<file path="src/hdl/spq_pkg.sv">
package spq_pkg;

    localparam int unsigned DEPTH_DEF = 8;
    localparam int unsigned PRIO_W    = 8;
    localparam int unsigned TAG_W     = 16;
    localparam int unsigned STATUS_W  = 2;
    localparam int unsigned OCC_W     = 4;

    typedef enum logic {
        FUNC_PUSH = 1'b0,
        FUNC_POP  = 1'b1
    } func_t;

    typedef enum logic [STATUS_W-1:0] {
        ST_DONE  = 2'd0,
        ST_FULL  = 2'd1,
        ST_EMPTY = 2'd2
    } status_t;

    typedef struct packed {
        logic [PRIO_W-1:0] prio;
        logic [TAG_W-1:0]  tag;
    } entry_t;

    // broadcast from the top level to every cell
    typedef struct packed {
        logic   push;
        logic   pop;
        entry_t entry;
    } cell_ctrl_t;

endpackage

</file>
<file path="src/hdl/spq_if.sv">
interface spq_in_if;
    logic                        valid;
    logic                        ready;
    logic                        func;
    logic [spq_pkg::PRIO_W-1:0]  prio;
    logic [spq_pkg::TAG_W-1:0]   payload;

    modport source (output valid, output func, output prio, output payload, input ready);
    modport sink   (input valid, input func, input prio, input payload, output ready);
endinterface

interface spq_out_if;
    logic                          valid;
    logic                          ready;
    logic                          out_valid;
    logic [spq_pkg::PRIO_W-1:0]    out_prio;
    logic [spq_pkg::TAG_W-1:0]     out_payload;
    logic [spq_pkg::STATUS_W-1:0]  status;
    logic [spq_pkg::OCC_W-1:0]     occupancy;

    modport source (output valid, output out_valid, output out_prio, output out_payload,
                    output status, output occupancy, input ready);
    modport sink   (input valid, input out_valid, input out_prio, input out_payload,
                    input status, input occupancy, output ready);
endinterface

</file>
<file path="src/hdl/sorted_priority_queue_core.sv">
// sorted priority queue core
// in_ch carries one operation per transaction: func selects push or pop, prio and
// payload give the entry for a push (ignored for a pop). out_ch returns exactly one
// result transaction per operation: out_valid, out_prio and out_payload carry the
// popped entry (all zero otherwise), status reports done, push rejected full or pop
// rejected empty, and occupancy gives the entry count after the operation (low 4 bits).
// the result is registered and appears on out_ch in the cycle after the input transaction
// throughput: one operation per cycle unless out_ch stalls; every cell compares its own
// priority against the broadcast one and shifts in the same cycle, so the row sets the rate
// lowest priority value is served first; equal priorities leave in arrival order
// a single output register decouples the channels: in_ch.ready is high while that
// register is empty or being drained, so a stalled receiver holds the pending result
// and stops new operations after one
// reset clears the count and the valid flag of the output register; cell contents
// are not cleared and only cells below the count are ever read
module sorted_priority_queue_core #(
    parameter int unsigned DEPTH = spq_pkg::DEPTH_DEF
) (
    input  logic      clk,
    input  logic      rst_n,
    spq_in_if.sink    in_ch,
    spq_out_if.source out_ch
);

    localparam int unsigned CNT_W = $clog2(DEPTH + 1);

    // entry count
    logic [CNT_W-1:0] count_reg;
    logic [CNT_W-1:0] count_next;

    // output register
    logic                         res_valid_reg;
    logic                         res_valid_next;
    logic                         res_hit_reg;
    logic                         res_hit_next;
    spq_pkg::entry_t              res_entry_reg;
    spq_pkg::entry_t              res_entry_next;
    spq_pkg::status_t             res_status_reg;
    spq_pkg::status_t             res_status_next;
    logic [spq_pkg::OCC_W-1:0]    res_occ_reg;
    logic [spq_pkg::OCC_W-1:0]    res_occ_next;

    logic                         accept;
    logic                         is_pop;
    logic                         full;
    logic                         empty;
    logic [CNT_W+spq_pkg::OCC_W-1:0] occ_wide;
    spq_pkg::cell_ctrl_t          ctrl;

    // cell row
    spq_pkg::entry_t              cell_data [DEPTH];
    logic                         cell_gt   [DEPTH];

    // accept while the output register is free or drains this cycle
    assign in_ch.ready = !res_valid_reg || out_ch.ready;
    assign accept      = in_ch.valid && in_ch.ready;
    assign is_pop      = (in_ch.func == spq_pkg::FUNC_POP);
    assign full        = (count_reg == CNT_W'(DEPTH));
    assign empty       = (count_reg == '0);

    // only accepted operations that are not rejected touch the cells
    assign ctrl.push       = accept && !is_pop && !full;
    assign ctrl.pop        = accept && is_pop && !empty;
    assign ctrl.entry.prio = in_ch.prio;
    assign ctrl.entry.tag  = in_ch.payload;

    genvar i;
    generate
        for (i = 0; i < DEPTH; i++)
        begin : g_cell
            spq_pkg::entry_t left_data;
            logic            left_gt;
            spq_pkg::entry_t right_data;

            if (i == 0)
            begin : g_head
                // head cell: nothing ranks ahead of it
                assign left_data = ctrl.entry;
                assign left_gt   = 1'b0;
            end
            else
            begin : g_body
                assign left_data = cell_data[i-1];
                assign left_gt   = cell_gt[i-1];
            end

            if (i == DEPTH - 1)
            begin : g_tail
                // tail cell keeps its value on a pop; it is vacant afterward
                assign right_data = cell_data[i];
            end
            else
            begin : g_mid
                assign right_data = cell_data[i+1];
            end

            spq_cell u_cell (
                .clk     (clk),
                .ctrl    (ctrl),
                .vacant  (count_reg <= CNT_W'(i)),
                .left    (left_data),
                .left_gt (left_gt),
                .right   (right_data),
                .data    (cell_data[i]),
                .gt      (cell_gt[i])
            );
        end
    endgenerate

    always_comb
    begin
        count_next = count_reg;
        if (ctrl.push)
        begin
            count_next = count_reg + CNT_W'(1);
        end
        else if (ctrl.pop)
        begin
            count_next = count_reg - CNT_W'(1);
        end
    end

    // occupancy is reported modulo 16
    assign occ_wide = {{spq_pkg::OCC_W{1'b0}}, count_next};

    always_comb
    begin
        res_valid_next  = res_valid_reg;
        res_hit_next    = res_hit_reg;
        res_entry_next  = res_entry_reg;
        res_status_next = res_status_reg;
        res_occ_next    = res_occ_reg;
        if (res_valid_reg && out_ch.ready)
        begin
            res_valid_next = 1'b0;
        end
        if (accept)
        begin
            res_valid_next  = 1'b1;
            res_hit_next    = ctrl.pop;
            res_entry_next  = ctrl.pop ? cell_data[0] : '0;
            res_occ_next    = occ_wide[spq_pkg::OCC_W-1:0];
            if (!is_pop && full)
            begin
                res_status_next = spq_pkg::ST_FULL;
            end
            else if (is_pop && empty)
            begin
                res_status_next = spq_pkg::ST_EMPTY;
            end
            else
            begin
                res_status_next = spq_pkg::ST_DONE;
            end
        end
    end

    always_ff @(posedge clk or negedge rst_n)
    begin
        if (!rst_n)
        begin
            count_reg     <= '0;
            res_valid_reg <= 1'b0;
        end
        else
        begin
            count_reg     <= count_next;
            res_valid_reg <= res_valid_next;
        end
    end

    always_ff @(posedge clk)
    begin
        res_hit_reg    <= res_hit_next;
        res_entry_reg  <= res_entry_next;
        res_status_reg <= res_status_next;
        res_occ_reg    <= res_occ_next;
    end

    assign out_ch.valid       = res_valid_reg;
    assign out_ch.out_valid   = res_hit_reg;
    assign out_ch.out_prio    = res_entry_reg.prio;
    assign out_ch.out_payload = res_entry_reg.tag;
    assign out_ch.status      = res_status_reg;
    assign out_ch.occupancy   = res_occ_reg;

endmodule

</file>
<file path="src/hdl/spq_cell.sv">
module spq_cell (
    input  logic                clk,
    input  spq_pkg::cell_ctrl_t ctrl,
    input  logic                vacant,
    input  spq_pkg::entry_t     left,
    input  logic                left_gt,
    input  spq_pkg::entry_t     right,
    output spq_pkg::entry_t     data,
    output logic                gt
);

    spq_pkg::entry_t data_reg;
    spq_pkg::entry_t data_next;

    // occupied and ranked behind the incoming entry
    assign gt   = !vacant && (data_reg.prio > ctrl.entry.prio);
    assign data = data_reg;

    always_comb
    begin
        data_next = data_reg;
        if (ctrl.push)
        begin
            if (left_gt)
            begin
                data_next = left;
            end
            else if (gt || vacant)
            begin
                data_next = ctrl.entry;
            end
        end
        else if (ctrl.pop)
        begin
            data_next = right;
        end
    end

    always_ff @(posedge clk)
    begin
        data_reg <= data_next;
    end

endmodule

</file>
<file path="src/flat_wrapper.sv">
// flat-port wrapper written by rule: the top's interface ports become plain ports
module sorted_priority_queue_core_flat 
#(
    parameter int unsigned DEPTH = spq_pkg::DEPTH_DEF
)
  (clk, rst_n, in_ch_valid, in_ch_func, in_ch_prio, in_ch_payload, in_ch_ready, out_ch_valid, out_ch_out_valid, out_ch_out_prio, out_ch_out_payload, out_ch_status, out_ch_occupancy, out_ch_ready);
  spq_in_if in_ch_i ();
  spq_out_if out_ch_i ();
  input  logic clk;
  input  logic rst_n;
  input wire logic [$bits(in_ch_i.valid)-1:0] in_ch_valid;
  input wire logic [$bits(in_ch_i.func)-1:0] in_ch_func;
  input wire logic [$bits(in_ch_i.prio)-1:0] in_ch_prio;
  input wire logic [$bits(in_ch_i.payload)-1:0] in_ch_payload;
  output wire logic [$bits(in_ch_i.ready)-1:0] in_ch_ready;
  output wire logic [$bits(out_ch_i.valid)-1:0] out_ch_valid;
  output wire logic [$bits(out_ch_i.out_valid)-1:0] out_ch_out_valid;
  output wire logic [$bits(out_ch_i.out_prio)-1:0] out_ch_out_prio;
  output wire logic [$bits(out_ch_i.out_payload)-1:0] out_ch_out_payload;
  output wire logic [$bits(out_ch_i.status)-1:0] out_ch_status;
  output wire logic [$bits(out_ch_i.occupancy)-1:0] out_ch_occupancy;
  input wire logic [$bits(out_ch_i.ready)-1:0] out_ch_ready;
  assign in_ch_i.valid = in_ch_valid;
  assign in_ch_i.func = in_ch_func;
  assign in_ch_i.prio = in_ch_prio;
  assign in_ch_i.payload = in_ch_payload;
  assign in_ch_ready = in_ch_i.ready;
  assign out_ch_valid = out_ch_i.valid;
  assign out_ch_out_valid = out_ch_i.out_valid;
  assign out_ch_out_prio = out_ch_i.out_prio;
  assign out_ch_out_payload = out_ch_i.out_payload;
  assign out_ch_status = out_ch_i.status;
  assign out_ch_occupancy = out_ch_i.occupancy;
  assign out_ch_i.ready = out_ch_ready;
  sorted_priority_queue_core #(.DEPTH(DEPTH)) u_core (.clk(clk), .rst_n(rst_n), .in_ch(in_ch_i), .out_ch(out_ch_i));
endmodule
</file>
<file path="config.mk">
export PLATFORM = sky130hd
export DESIGN_NAME = sorted_priority_queue_core_flat
export DESIGN_NICKNAME = d
export VERILOG_FILES = /design/src/hdl/spq_pkg.sv /design/src/hdl/spq_if.sv /design/src/hdl/sorted_priority_queue_core.sv /design/src/hdl/spq_cell.sv /design/src/flat_wrapper.sv
export SDC_FILE = /design/constraint.sdc
export NUM_CORES = 1
export LEC_CHECK = 0
export ABC_AREA = 0
export BUFFER_PORTS_ARGS = -buffer_cell sky130_fd_sc_hd__buf_2
export CAP_MARGIN = 20
export CORE_ASPECT_RATIO = 0.5
export CORE_MARGIN = 5
export CORE_UTILIZATION = 48
export DETAILED_ROUTE_END_ITERATION = 8
export SYNTH_ARGS = -nofsm -noshare
export SYNTH_HDL_FRONTEND = slang
export SYNTH_HIERARCHICAL = 1
export SYNTH_SLANG_ARGS = --single-unit
</file>
<file path="constraint.sdc">
create_clock -name clk -period 4.95 [get_ports clk]
set_clock_uncertainty 0.2 [all_clocks]
set_input_delay 0.99 -clock clk [delete_from_list [all_inputs] [get_ports clk]]
set_output_delay 0.99 -clock clk [all_outputs]
set_load 0.05 [all_outputs]
</file>
==> results.ini <==
[timing]
finalCriticalPeriod_ps = 3830
tightest_slew_ps = 1090
period_share_pct = 77.4
fmax_mhz = 261
hold_viol = 0
tns_ps = 0
finalSetupViolCount = 0
rsz0062_at_grt = no
slew_headroom_pct = 26.5
drv_slew = 0

[detailed_routing]
viasPerCell = 5.38
first_pass_iters = 5
detail-route-antenna-nets = 0
drt_iter0_drc = 827
wl_per_cell_um = 19.2
vias = 8941
drc = 0
routed_wl_um = 32000

[outcome]
outcome = complete, no violations

[worst_setup_path]
crit_top_cell = a21oi_1
crit_fanout = 17
crit_chain = buf_2 > inv_1 > ha_1 > a21oi_1 > o21ai_0 > o41ai_1 > nor2_2 > buf_4 > mux2i_1 > a21oi_1
critical_path.startpoint_type = input pin
slowest_delay_ps = 860
crit_required_ps = 4980
path_class = in -> reg
crit_arrival_ps = 3860
end_kind = flip-flop
crit_slowest_cell = o41ai_1

[cells_and_area]
drive_gt1_share_pct = 11.2
fillers = 2455
largest_register_ffs = 192
multi_input_area_mm2 = 0.00569
nets = 1359
regArea_mm2 = 0.00682
area_growth_pct = 9.05

[clocking]
cts.sinks = 228
insertion_delay_ps = 530
cts-root-buf = clkbuf_16
htree_levels = 1
cts_tree = built
cts_setup_buffers = 0
path_clk_slew_ps = 60
holdBufCountCts = 0
cts_buffers = 22
cts_resized = 0
cts_buffer_depth = 3

[worst_hold_path]
hold_class = in -> async

[die]
fp.coreArea_mm2 = 0.0275
die_area_mm2 = 0.0314
initial_core_util_pct = 48.4
fp.dieH_um = 128
rows = 43
die_x_um = 245
io_pins = 62

[power_and_ir_drop]
power.total_mw = 6.40
ir_drop_mv = 0.253
p_leak_nw = 5.82
pwr_density_cell_mw_per_mm2 = 441

[global_routing]
grt_first_pass_wirelength_um = 49900
overflow = 0
antenna_found_initial = 1
grt_max_degree = 188
grt_pass1_vias = 8743
track_usage_pct = 20.1

[yosys]
netlist_instances = 1225
synth_nets = 1322
synth_area_mm2 = 0.0133
syn_avg_cell_area_um2 = 10.9
synth_warnings = 6

[placed_design]
hpwl_um = 22700
portBuffers = 61
place.gp.congestion = 0.853

[run]
drv_cap = 0

[final timing paths]
kind / startpoint / endpoint / slack (ps) / cells after the start
hold reg to reg: u_core/g_cell[0].u_cell/data[6]$_DFFE_PP_ / u_core/out_ch.out_payload[6]$_SDFFCE_PN0N_ / 390 / 1
hold / removal: rst_n / u_core/count_reg[1]$_DFF_PN0_ / 70 / 1
setup reg to reg: u_core/count_reg[0]$_DFF_PN0_ / u_core/g_cell[2].u_cell/data[3]$_DFFE_PP_ / 1420 / 8
min in group clk: u_core/g_cell[0].u_cell/data[6]$_DFFE_PP_ / u_core/out_ch.out_payload[6]$_SDFFCE_PN0N_ / 390 / 1
max in group asynchronous: rst_n / u_core/count_reg[2]$_DFF_PN0_ / 4350 / 1
setup / recovery: in_ch_prio[5] / u_core/g_cell[5].u_cell/data[11]$_DFFE_PP_ / 1120 / 10
[metrics by stage]
| stage | instances | util [%] | area [um2] | hold WS, ps | setup WS (ps) |
|---|---|---|---|---|---|
| final | 1662 | 52.8 | 14500 | 65.3 | 1120 |
| after global routing | 1661 | 52.8 | 14500 | 56.7 | 1020 |
| after CTS | 1660 | 52.8 | 14500 | 44.8 | 1250 |
| after detailed placement | 1620 | 50.4 | 13800 | 376 | 705 |
| after global placement | 1620 | 50.4 | 13800 | 370 | 775 |
| after floorplan | 1225 | - | 13300 | 324 | 551 |
[metal layers]
metal / wire length [um] / vias to the layer above / GRT usage [%]
li1: - / 4491 / -
met1: 16500 / 4204 / 31.9
met2: 13100 / 217 / 28.7
met3: 1910 / 29 / 3.92
met4: 431 / 0 / 3.57
met5: 0 / - / 0
[placed cells by master (no fill, tap or decap), types with 25 or more instances in the layout]
cell	instances
a21oi_1	210
and2_1	25
buf_2	61
buf_4	27
edfxtp_1	223
ha_1	68
inv_1	78
mux2i_1	192
nand2_1	34
nor2_1	221
[final cells by class]
type / count / area share, %
clock buffer: 29 / 3.97
timing repair buffer: 91 / 3.91
clock inverter: 11 / 0.560
antenna: 2 / 0.0345
inverter: 78 / 2.02
sequential: 228 / 47.0
tap: 382 / 3.29
multi-input combinational: 841 / 39.2
[power breakdown]
group	internal, mW	total [mW]	leakage, nW	switching, mW
clock	0.874	1.60	0.317	0.729
sequential	2.55	2.78	2.16	0.225
combinational	0.749	2.02	3.35	1.27
total	4.17	6.40	5.82	2.23
[critical path: cells and delay by family]
family          cells  cell delay [ps]
mux                 1              220
simple gates        1              340
compound gates      4             1230
buf+inv             3              740
fa+ha+maj           1              320
(Power assumes the default switching activity.)
